[src/bgr_pkg.sv]
// ----------------------------------------------------------------------------
// bgr_pkg
// types, constants and the pixel function of the bar graph rasterizer
// ----------------------------------------------------------------------------
`default_nettype none

package bgr_pkg;

  localparam logic       KIND_LOAD   = 1'b0;
  localparam logic       KIND_RENDER = 1'b1;

  localparam logic [5:0] HEIGHT_LIMIT = 6'd47;
  localparam logic [5:0] BOTTOM_ROW   = 6'd63;
  localparam logic [2:0] FIRST_PAGE   = 3'd2;
  localparam logic [2:0] LAST_PAGE    = 3'd7;
  localparam logic [6:0] LAST_COLUMN  = 7'd127;
  localparam logic [7:0] FULL_BYTE    = 8'hFF;

  localparam int         CFG_AW = 4;
  localparam logic [CFG_AW-1:0] REG_BAR_COUNT    = 4'h0;
  localparam logic [CFG_AW-1:0] REG_BAR_WIDTH    = 4'h4;
  localparam logic [CFG_AW-1:0] REG_BAR_GAP      = 4'h8;
  localparam logic [CFG_AW-1:0] REG_START_COLUMN = 4'hC;

  typedef struct packed {
    logic [7:0] bar_count;
    logic [6:0] bar_width;
    logic [6:0] bar_gap;
    logic [6:0] start_column;
  } bgr_cfg_t;

  typedef struct packed {
    logic       valid;
    logic [2:0] page;
    logic [6:0] column;
    logic       draw;
    logic       last;
    logic [5:0] height;
  } bgr_stage_t;

  // rows 63-h to 63 lit; bit 0 is the top row of the page
  function automatic logic [7:0] column_byte(input logic [5:0] h, input logic [2:0] page);
    logic [5:0] top;
    logic [7:0] res;
    top = BOTTOM_ROW - h;
    if (h == 6'd0 || h > HEIGHT_LIMIT) begin
      res = 8'h00;
    end else if (top[5:3] > page) begin
      res = 8'h00;
    end else if (top[5:3] == page) begin
      res = FULL_BYTE << top[2:0];
    end else begin
      res = FULL_BYTE;
    end
    return res;
  endfunction

endpackage

`default_nettype wire

[src/bgr_ifs.sv]
// ----------------------------------------------------------------------------
// bgr_ifs
// valid/ready channels for load/render words and display byte words
// ----------------------------------------------------------------------------
`default_nettype none

interface bgr_in_if;
  logic       valid;
  logic       ready;
  logic       kind;
  logic [6:0] bar_slot;
  logic [7:0] magnitude;

  modport source (output valid, kind, bar_slot, magnitude, input ready);
  modport sink   (input valid, kind, bar_slot, magnitude, output ready);
endinterface

interface bgr_out_if;
  logic       valid;
  logic       ready;
  logic [2:0] page;
  logic [6:0] column;
  logic [7:0] pixels;
  logic       frame_end;

  modport source (output valid, page, column, pixels, frame_end, input ready);
  modport sink   (input valid, page, column, pixels, frame_end, output ready);
endinterface

`default_nettype wire

[src/bgr_cfg_regs.sv]
// ----------------------------------------------------------------------------
// bgr_cfg_regs
// apb register file: bar count, bar width, bar gap, start column
// ----------------------------------------------------------------------------
`default_nettype none

module bgr_cfg_regs (
  input  wire logic                        clk,
  input  wire logic                        rst_n,
  input  wire logic                        psel,
  input  wire logic                        penable,
  input  wire logic                        pwrite,
  input  wire logic [bgr_pkg::CFG_AW-1:0]  paddr,
  input  wire logic [31:0]                 pwdata,
  output logic      [31:0]                 prdata,
  output logic                             pready,
  output bgr_pkg::bgr_cfg_t                cfg
);
  import bgr_pkg::*;

  bgr_cfg_t cfg_r;
  logic     wr_en;

  assign pready = 1'b1;
  assign wr_en  = psel && penable && pwrite;
  assign cfg    = cfg_r;

  always_ff @(posedge clk) begin
    if (!rst_n) begin
      cfg_r.bar_count    <= 8'd0;
      cfg_r.bar_width    <= 7'd1;
      cfg_r.bar_gap      <= 7'd0;
      cfg_r.start_column <= 7'd0;
    end else if (wr_en) begin
      case (paddr)
        REG_BAR_COUNT:    cfg_r.bar_count    <= pwdata[7:0];
        REG_BAR_WIDTH:    cfg_r.bar_width    <= pwdata[6:0];
        REG_BAR_GAP:      cfg_r.bar_gap      <= pwdata[6:0];
        REG_START_COLUMN: cfg_r.start_column <= pwdata[6:0];
        default:          ;
      endcase
    end
  end

  always_comb begin
    case (paddr)
      REG_BAR_COUNT:    prdata = {24'd0, cfg_r.bar_count};
      REG_BAR_WIDTH:    prdata = {25'd0, cfg_r.bar_width};
      REG_BAR_GAP:      prdata = {25'd0, cfg_r.bar_gap};
      REG_START_COLUMN: prdata = {25'd0, cfg_r.start_column};
      default:          prdata = 32'd0;
    endcase
  end

endmodule

`default_nettype wire

[src/bgr_scan.sv]
// ----------------------------------------------------------------------------
// bgr_scan
// height store, scan and bar counters, first register stage
// ----------------------------------------------------------------------------
`default_nettype none

module bgr_scan #(
  parameter int MAX_BARS = 128
) (
  input  wire logic                clk,
  input  wire logic                rst_n,
  input  wire bgr_pkg::bgr_cfg_t   cfg,
  bgr_in_if.sink                   in_ch,
  input  wire logic                stage_take,
  output bgr_pkg::bgr_stage_t      stage
);
  import bgr_pkg::*;

  localparam int         AW      = (MAX_BARS > 1) ? $clog2(MAX_BARS) : 1;
  localparam logic [7:0] MAX_IDX = 8'(MAX_BARS);

  logic [5:0]    heights [MAX_BARS];
  logic [5:0]    rd_r;

  logic [2:0]    page_r, page_nxt;
  logic [6:0]    col_r, col_nxt;
  logic [7:0]    idx_r, idx_nxt;
  logic [7:0]    gp_r, gp_nxt;

  logic          a_v_r;
  logic [2:0]    a_page_r;
  logic [6:0]    a_col_r;
  logic          a_draw_r;
  logic          a_last_r;

  logic          accept, load_go, render_go, slot_ok, draw, last, at_start, wrap;
  logic [7:0]    eff_idx, eff_gp, group_w, slot_ext;
  logic [5:0]    clipped;

  assign in_ch.ready = !a_v_r || stage_take;
  assign accept      = in_ch.valid && in_ch.ready;
  assign load_go     = accept && (in_ch.kind == KIND_LOAD);
  assign render_go   = accept && (in_ch.kind == KIND_RENDER) && (cfg.bar_width != 7'd0);

  assign slot_ext = {1'b0, in_ch.bar_slot};
  assign slot_ok  = slot_ext < MAX_IDX;
  assign clipped  = (in_ch.magnitude > {2'b00, HEIGHT_LIMIT}) ? HEIGHT_LIMIT
                                                              : in_ch.magnitude[5:0];

  assign at_start = (col_r == cfg.start_column);
  assign eff_idx  = at_start ? 8'd0 : idx_r;
  assign eff_gp   = at_start ? 8'd0 : gp_r;
  assign group_w  = {1'b0, cfg.bar_width} + {1'b0, cfg.bar_gap};
  assign wrap     = ({1'b0, eff_gp} + 9'd1) >= {1'b0, group_w};

  assign draw = (col_r >= cfg.start_column) && (cfg.bar_count != 8'd0) &&
                (eff_idx < cfg.bar_count) && (eff_gp < {1'b0, cfg.bar_width}) &&
                (eff_idx < MAX_IDX);
  assign last = (page_r == LAST_PAGE) && (col_r == LAST_COLUMN);

  always_comb begin
    page_nxt = page_r;
    col_nxt  = col_r;
    idx_nxt  = idx_r;
    gp_nxt   = gp_r;
    if (render_go) begin
      if (wrap) begin
        gp_nxt  = 8'd0;
        idx_nxt = (eff_idx == 8'hFF) ? eff_idx : eff_idx + 8'd1;
      end else begin
        gp_nxt  = eff_gp + 8'd1;
        idx_nxt = eff_idx;
      end
      if (col_r == LAST_COLUMN) begin
        col_nxt  = 7'd0;
        page_nxt = (page_r == LAST_PAGE) ? FIRST_PAGE : page_r + 3'd1;
      end else begin
        col_nxt = col_r + 7'd1;
      end
    end
  end

  always_ff @(posedge clk) begin
    if (!rst_n) begin
      page_r <= FIRST_PAGE;
      col_r  <= 7'd0;
      idx_r  <= 8'd0;
      gp_r   <= 8'd0;
      a_v_r  <= 1'b0;
    end else begin
      page_r <= page_nxt;
      col_r  <= col_nxt;
      idx_r  <= idx_nxt;
      gp_r   <= gp_nxt;
      if (in_ch.ready) begin
        a_v_r <= render_go;
      end
    end
  end

  always_ff @(posedge clk) begin
    if (render_go) begin
      a_page_r <= page_r;
      a_col_r  <= col_r;
      a_draw_r <= draw;
      a_last_r <= last;
    end
  end

  // height store
  always_ff @(posedge clk) begin
    if (load_go && slot_ok) begin
      heights[slot_ext[AW-1:0]] <= clipped;
    end
    if (render_go) begin
      rd_r <= heights[eff_idx[AW-1:0]];
    end
  end

  assign stage.valid  = a_v_r;
  assign stage.page   = a_page_r;
  assign stage.column = a_col_r;
  assign stage.draw   = a_draw_r;
  assign stage.last   = a_last_r;
  assign stage.height = rd_r;

`ifndef SYNTH
  a_reset_scan: assert property (@(posedge clk) !rst_n |=> (page_r == FIRST_PAGE && col_r == 7'd0))
    else $error("scan position not cleared by reset");
  a_page_range: assert property (@(posedge clk) disable iff (!rst_n)
    (page_r >= FIRST_PAGE && page_r <= LAST_PAGE))
    else $error("scan page out of range");
  a_load_no_word: assert property (@(posedge clk) disable iff (!rst_n) load_go |=> !a_v_r)
    else $error("load word entered the render stage");
  a_stall_hold: assert property (@(posedge clk) disable iff (!rst_n)
    (a_v_r && !stage_take) |=> (a_v_r && $stable(a_page_r) && $stable(a_col_r) &&
    $stable(a_draw_r) && $stable(a_last_r) && (!a_draw_r || $stable(rd_r))))
    else $error("stalled stage changed");
  a_frozen_scan: assert property (@(posedge clk) disable iff (!rst_n)
    !render_go |=> ($stable(page_r) && $stable(col_r)))
    else $error("scan moved without a render word");
`endif

endmodule

`default_nettype wire

[src/bgr_out_stage.sv]
// ----------------------------------------------------------------------------
// bgr_out_stage
// pixel byte build and result register
// ----------------------------------------------------------------------------
`default_nettype none

module bgr_out_stage (
  input  wire logic                 clk,
  input  wire logic                 rst_n,
  input  wire bgr_pkg::bgr_stage_t  stage,
  output logic                      stage_take,
  bgr_out_if.source                 out_ch
);
  import bgr_pkg::*;

  logic       o_v_r;
  logic [2:0] o_page_r;
  logic [6:0] o_col_r;
  logic [7:0] o_pix_r;
  logic       o_last_r;
  logic [7:0] pix_nxt;

  assign stage_take = !o_v_r || out_ch.ready;
  assign pix_nxt    = stage.draw ? column_byte(stage.height, stage.page) : 8'h00;

  always_ff @(posedge clk) begin
    if (!rst_n) begin
      o_v_r <= 1'b0;
    end else if (stage_take) begin
      o_v_r <= stage.valid;
    end
  end

  always_ff @(posedge clk) begin
    if (stage_take && stage.valid) begin
      o_page_r <= stage.page;
      o_col_r  <= stage.column;
      o_pix_r  <= pix_nxt;
      o_last_r <= stage.last;
    end
  end

  assign out_ch.valid     = o_v_r;
  assign out_ch.page      = o_page_r;
  assign out_ch.column    = o_col_r;
  assign out_ch.pixels    = o_pix_r;
  assign out_ch.frame_end = o_last_r;

endmodule

`default_nettype wire

[src/bar_graph_page_rasterizer.sv]
// ----------------------------------------------------------------------------
// bar_graph_page_rasterizer
// spectrum bar graph rasterizer for a 128-column page-addressed display
//
// in_ch carries words: a load word stores a bar height (clipped to 47) in
// the height store, a render word asks for the next display byte in scan
// order, pages 2 to 7, columns 0 to 127, then wrapping. out_ch returns one
// word per render word with page, column, eight pixels and frame_end on
// the last byte of page 7. With bar width zero a render word is dropped.
// The apb port sets bar count, width, gap and start column; write it only
// while no words are in flight.
// A render word reads the height store when it is accepted; the byte is
// built from the stage register and held in the result register on out_ch.
// Throughput: one word per cycle while out_ch does not stall.
// Reset puts the scan at page 2, column 0 and the registers to their reset
// values; heights are undefined until loaded. When out_ch stalls the two
// stages fill and in_ch.ready drops until the receiver takes a word.
// ----------------------------------------------------------------------------
`default_nettype none

module bar_graph_page_rasterizer #(
  parameter int MAX_BARS = 128
) (
  input  wire logic                        clk,
  input  wire logic                        rst_n,
  bgr_in_if.sink                           in_ch,
  bgr_out_if.source                        out_ch,
  input  wire logic                        psel,
  input  wire logic                        penable,
  input  wire logic                        pwrite,
  input  wire logic [bgr_pkg::CFG_AW-1:0]  paddr,
  input  wire logic [31:0]                 pwdata,
  output logic      [31:0]                 prdata,
  output logic                             pready
);
  import bgr_pkg::*;

  bgr_cfg_t   cfg;
  bgr_stage_t stage;
  logic       stage_take;

  bgr_cfg_regs u_cfg (
    .clk     (clk),
    .rst_n   (rst_n),
    .psel    (psel),
    .penable (penable),
    .pwrite  (pwrite),
    .paddr   (paddr),
    .pwdata  (pwdata),
    .prdata  (prdata),
    .pready  (pready),
    .cfg     (cfg)
  );

  bgr_scan #(
    .MAX_BARS (MAX_BARS)
  ) u_scan (
    .clk        (clk),
    .rst_n      (rst_n),
    .cfg        (cfg),
    .in_ch      (in_ch),
    .stage_take (stage_take),
    .stage      (stage)
  );

  bgr_out_stage u_out (
    .clk        (clk),
    .rst_n      (rst_n),
    .stage      (stage),
    .stage_take (stage_take),
    .out_ch     (out_ch)
  );

endmodule

`default_nettype wire

[src/flat_wrapper.sv]
// flat-port wrapper written by rule: the top's interface ports become plain ports
module bar_graph_page_rasterizer_flat import bgr_pkg::*;
#(
  parameter int MAX_BARS = 128
)
  (clk, rst_n, psel, penable, pwrite, paddr, pwdata, prdata, pready, in_ch_valid, in_ch_kind, in_ch_bar_slot, in_ch_magnitude, in_ch_ready, out_ch_valid, out_ch_page, out_ch_column, out_ch_pixels, out_ch_frame_end, out_ch_ready);
  bgr_in_if in_ch_i ();
  bgr_out_if out_ch_i ();
  input  wire logic clk;
  input  wire logic rst_n;
  input  wire logic psel;
  input  wire logic penable;
  input  wire logic pwrite;
  input  wire logic [bgr_pkg::CFG_AW-1:0] paddr;
  input  wire logic [31:0] pwdata;
  output logic      [31:0] prdata;
  output logic pready;
  input wire logic [$bits(in_ch_i.valid)-1:0] in_ch_valid;
  input wire logic [$bits(in_ch_i.kind)-1:0] in_ch_kind;
  input wire logic [$bits(in_ch_i.bar_slot)-1:0] in_ch_bar_slot;
  input wire logic [$bits(in_ch_i.magnitude)-1:0] in_ch_magnitude;
  output wire logic [$bits(in_ch_i.ready)-1:0] in_ch_ready;
  output wire logic [$bits(out_ch_i.valid)-1:0] out_ch_valid;
  output wire logic [$bits(out_ch_i.page)-1:0] out_ch_page;
  output wire logic [$bits(out_ch_i.column)-1:0] out_ch_column;
  output wire logic [$bits(out_ch_i.pixels)-1:0] out_ch_pixels;
  output wire logic [$bits(out_ch_i.frame_end)-1:0] out_ch_frame_end;
  input wire logic [$bits(out_ch_i.ready)-1:0] out_ch_ready;
  assign in_ch_i.valid = in_ch_valid;
  assign in_ch_i.kind = in_ch_kind;
  assign in_ch_i.bar_slot = in_ch_bar_slot;
  assign in_ch_i.magnitude = in_ch_magnitude;
  assign in_ch_ready = in_ch_i.ready;
  assign out_ch_valid = out_ch_i.valid;
  assign out_ch_page = out_ch_i.page;
  assign out_ch_column = out_ch_i.column;
  assign out_ch_pixels = out_ch_i.pixels;
  assign out_ch_frame_end = out_ch_i.frame_end;
  assign out_ch_i.ready = out_ch_ready;
  bar_graph_page_rasterizer #(.MAX_BARS(MAX_BARS)) u_core (.clk(clk), .rst_n(rst_n), .in_ch(in_ch_i), .out_ch(out_ch_i), .psel(psel), .penable(penable), .pwrite(pwrite), .paddr(paddr), .pwdata(pwdata), .prdata(prdata), .pready(pready));
endmodule
[config.mk]
export PLATFORM = sky130hd
export DESIGN_NAME = bar_graph_page_rasterizer_flat
export DESIGN_NICKNAME = d
export VERILOG_FILES = /design/src/bgr_pkg.sv /design/src/bgr_ifs.sv /design/src/bgr_cfg_regs.sv /design/src/bgr_scan.sv /design/src/bgr_out_stage.sv /design/src/bar_graph_page_rasterizer.sv /design/src/flat_wrapper.sv
export SDC_FILE = /design/constraint.sdc
export NUM_CORES = 1
export LEC_CHECK = 0
export ABC_AREA = 1
export BUFFER_PORTS_ARGS = -buffer_cell sky130_fd_sc_hd__buf_2
export CAP_MARGIN = 20
export CORE_MARGIN = 3
export CORE_UTILIZATION = 45
export DETAILED_ROUTE_END_ITERATION = 8
export GPL_ROUTABILITY_DRIVEN = 1
export PLACE_DENSITY = 0.61
export SYNTH_ARGS = -nofsm -noshare
export SYNTH_HDL_FRONTEND = slang
export SYNTH_SLANG_ARGS = --single-unit
[constraint.sdc]
create_clock -name clk -period 5.8 [get_ports clk]
set_clock_uncertainty 0.15 [all_clocks]
set_input_delay 0 -clock clk [delete_from_list [all_inputs] [get_ports clk]]
set_output_delay 0 -clock clk [all_outputs]
set_load 0.005 [all_outputs]
==> metrics.md <==
| Metric | Value |
|---|---|
| Ys Warns | 0 |
| CTS max path bufs | 3 |
| Final Hold Fails | 0 |
| Largest net degree at the start of global routing | 153 |
| WL/cell | 20.6 um |
| Filler cells | between 7k and 8k |
| Sequential Area | roughly 0.025 mm^2 |
| Largest delay share family, worst path | simple AND/OR/NAND/NOR gates |
| CP max stage delay | 520 ps |
| Post-CTS Resized | 0 |
| Via count | 26.3k |
| Reg-to-Reg End | u_core.u_scan.rd_r[0] |
| Clk sinks | between 800 and 900 |
| Reg2reg setup slack | 1240 ps |
| Drt total wl | 99.4 mm |
| Number of max-cap violations | 0 |
| Number of synthesized flops with an enable pin | slightly above 800 |
| Worst hold-check path type | primary input to register |
| Worst r2r src | u_core.u_scan.col_r[2] |
| Area growth syn-to-layout | 10.7% |
| Kind of critical path | register to register |
| Register area share after synthesis | 64.7% |
| CTS tree | done |
| Util after Layout | 50.5% |
| Num CTS Buffers | 92 |
| Area of the multi-input gates | 0.0109 mm^2 |
| GRT Total Usage | 21.7% |
| Ys flop type | edfxtp_1 |
| Final setup margin | 1240 ps |
| Total gr overflow | 0 |
| Setup tns final | 0 ps |
| Drt drc | 0 |
| Hold_buf cts | 36 |
| CP startpoint kind | register |
| Final Wtd Congestion | 0.821 |
| Synth Area per Inst | roughly 11 um^2 |
| Critical-path cell list | ha_1 -> nand2_1 -> nor2_1 -> nand2_8 -> nand2_8 -> clkinv_2 -> buf_12 -> nand3_1 -> nand3_1 -> nand3_1 -> nand3_1 -> nand3_1 -> nand2_1 -> nand2_1 -> inv_1 |
| Root Driver | clkbuf_16 |
| Initial antenna violation count | 4 |
| Core Footprint | 0.0857 mm^2 |
| Dpl cells | 4,621 |
| Fin crit period | around 4600 ps |
| Final Non-Filler Cells | about 4.8k |
| Worst-path clk slew | 60 ps |
| Global-route wire length before repair | between 150 and 200 mm |
| Drt initial violations | 2,587 |
| Worst hold path cell count | 4 |
| Max Fclk | 219 MHz |
| Leakage power | 17.0 nW |
| Worst Tran Pin Value | 1050 ps |
| WP data arrival | 4790 ps |
| Count of cell types in the netlist | 44 |
| PwrDens | 311 mW/mm^2 |
| Detailed Place HPWL | 55.7 mm |
| RSZ-0062 raised after global routing | no |
| Period Utilization, post-route | 78.5% |
| Clk_lat worst skew | 650 ps |
| Layout Nets | approximately 3.7k |
| Min-delay src | in_ch_bar_slot[6] |
| WP depth | 15 |
| Die height | 301 um |
| Power consumption | approximately 13 mW |
| Slowest-stage cell, CP | clkinv_2 |
| Die span in x | 301 um |
| Setup-failing EPs final | 0 |
| Hold Path End | u_core.u_scan.heights[2][1] |
| Critical path endpoint category | register |
| Synthesis-stage register bit count | around 860 |
| H-tree depth | 3 |
| Fraction of layout cells with a size suffix above 1 | 9.30% |
| Max Slew Vio Count | 0 |
| Number of global-route vias before repair | 25.0k |
| Setup Fix Bufs, Post-CTS | 0 |
| Final ANT Viol Nets | 0 |
| Initial Util | 45.6% |
| Cell Rows | 107 |
| Status | finished clean |
| Port Buffers | 63 |
| Peak VDD IR | 0.211 mV |
| TritonRoute pass-1 iters | 6 |
| Post-synthesis async set-or-reset flop share | 0% |
| DIE AREA | 0.0905 mm^2 |
| CP Buf/Inv Count | 3 |
| Normalized max-slew margin | around 30% |
| Via-to-Cell Ratio | 5.45 |
| Reg2reg path depth | 15 |
| Gate count after technology mapping | 3,589 |
| Worst EP required | 6040 ps |
| Mapped cell area | 0.0391 mm^2 |
| Crit path from | u_core.u_scan.col_r[2] |
| I/O pin cnt | roughly 110 |
| Largest fanout on the critical path | 86 |
| Worst path most repeated cell | nand3_1 |
| Place WS | about 1300 ps |
through the flow:
step           instance area [um^2]  hold slack [ps]
2_1_floorplan                 39200            -19.6
3_3_place_gp                  40000              129
3_5_place_dp                  40000              139
4_1_cts                       43300             15.1
5_1_grt                       43300             71.7
6_report                      43300             56.4
Yosys cell counts (2+ instances only):
cell | instances | area share, %
a221o_1 | 7 | 0.18
ha_1 | 43 | 1.4
nand2_1 | 546 | 5.2
inv_2 | 6 | 0.058
buf_4 | 33 | 0.63
edfxtp_1 | 805 | 62
a21oi_1 | 70 | 0.90
o22ai_1 | 7 | 0.11
buf_1 | 23 | 0.22
or2_2 | 82 | 1.3
a211oi_1 | 2 | 0.038
nor2_2 | 3 | 0.048
nand2_2 | 6 | 0.096
dfxtp_1 | 57 | 2.9
conb_1 | 2 | 0.019
o2111ai_1 | 79 | 1.8
buf_2 | 73 | 0.93
o21ai_1 | 11 | 0.14
nor3_1 | 8 | 0.10
nand3b_1 | 187 | 3.6
a22oi_1 | 8 | 0.15
o21ai_0 | 70 | 0.90
buf_6 | 40 | 1.2
o211ai_1 | 13 | 0.25
clkbuf_1 | 73 | 0.70
nor4_1 | 2 | 0.032
inv_1 | 421 | 4.0
nand4_1 | 18 | 0.29
nand3_1 | 623 | 8.0
xnor2_1 | 5 | 0.11
xor2_1 | 10 | 0.22
nor2_1 | 244 | 2.3
metal layers:
| layer | up-vias | wire length [um] | GRT usage [%] |
|---|---|---|---|
| met3 | 185 | 6900 | 3.14 |
| li1 | 12400 | - | - |
| met2 | 996 | 45800 | 34.5 |
| met1 | 12700 | 43400 | 30.9 |
| met5 | - | 27 | 0 |
| met4 | 4 | 3290 | 7.21 |
final cells by class:
| class | instances | share of cell area [%] |
|---|---|---|
| sequential | 862 | 58.5 |
| multi-input combinational | 2080 | 25.2 |
| timing repair buffer | 143 | 2.47 |
| inverter | 428 | 3.72 |
| tap | 1144 | 3.31 |
| antenna | 2 | 0.0116 |
| clock buffer | 128 | 5.99 |
| clock inverter | 38 | 0.829 |
cell usage in the layout, fill, tap and decap left out, types with 55 or more instances in the layout:
cell type | synthesis | routed
or2_2 | 82 | 78
clkbuf_16 | 0 | 97
inv_1 | 421 | 420
o21ai_0 | 70 | 70
dfxtp_1 | 57 | 55
edfxtp_1 | 805 | 805
nand3_1 | 623 | 623
a21oi_1 | 70 | 70
buf_2 | 73 | 63
nand3b_1 | 187 | 187
nor2_1 | 244 | 242
o2111ai_1 | 79 | 79
nand2_1 | 546 | 545
kinds of logic (layout without fill, tap and decap cells):
| logic type | after synthesis | in the layout | share of synthesized area, % |
|---|---|---|---|
| buffers and inverters | 670 | 737 | 7.76 |
| other | 2 | 27 | 0.0192 |
| flip-flops | 862 | 862 | 64.7 |
| XOR/XNOR | 15 | 15 | 0.336 |
| AO/OA/AOI/OAI | 270 | 270 | 4.49 |
| adder cells (fa/ha/maj) | 44 | 44 | 1.43 |
| AND/OR/NAND/NOR | 1726 | 1726 | 21.2 |
state kept, by name, indices dropped and copies added (netlist names):
| register | count |
|---|---|
| u_core.u_scan.heights | 768 |
| u_core.u_scan.page_r | 3 |
| u_core.u_scan.rd_r | 6 |
| u_core.u_out.out_ch.column | 7 |
| u_core.u_out.out_ch.pixels | 8 |
| u_core.u_scan.a_page_r | 3 |
| u_core.u_out.out_ch.valid | 1 |
| u_core.u_scan.gp_r | 8 |
| u_core.u_scan.col_r | 7 |
| u_core.u_scan.a_col_r | 7 |
| u_core.u_out.out_ch.frame_end | 1 |
| u_core.u_scan.a_v_r | 1 |
| u_core.u_out.out_ch.page | 3 |
| u_core.u_scan.a_last_r | 1 |
| u_core.u_scan.a_draw_r | 1 |
| u_core.u_scan.idx_r | 8 |
| u_core.u_cfg.cfg | 29 |
worst min-delay path, delay by kind of cell:
kind	cells	cell delay, ps
buffers and inverters	1	110
AND/OR/NAND/NOR	3	530
power by group:
group | switching (mW) | internal (mW) | total [mW] | leakage, nW
sequential | 0.0134 | 6.79 | 6.81 | 8.90
clock | 2.41 | 3.38 | 5.79 | 1.43
combinational | 0.665 | 0.210 | 0.875 | 6.68
worst max path at each step:
stage / end / slack (ps)
global route: u_core.u_scan.idx_r[4] / 950
detailed placement: u_core.u_scan.rd_r[0] / 1290
CTS: u_core.u_scan.rd_r[0] / 1280
global placement: u_core.u_scan.rd_r[0] / 1320
floorplan: u_core.u_scan.heights[0][4] / 1610
finish: u_core.u_scan.rd_r[0] / 1240
Power figures use the tool's default switching activity.
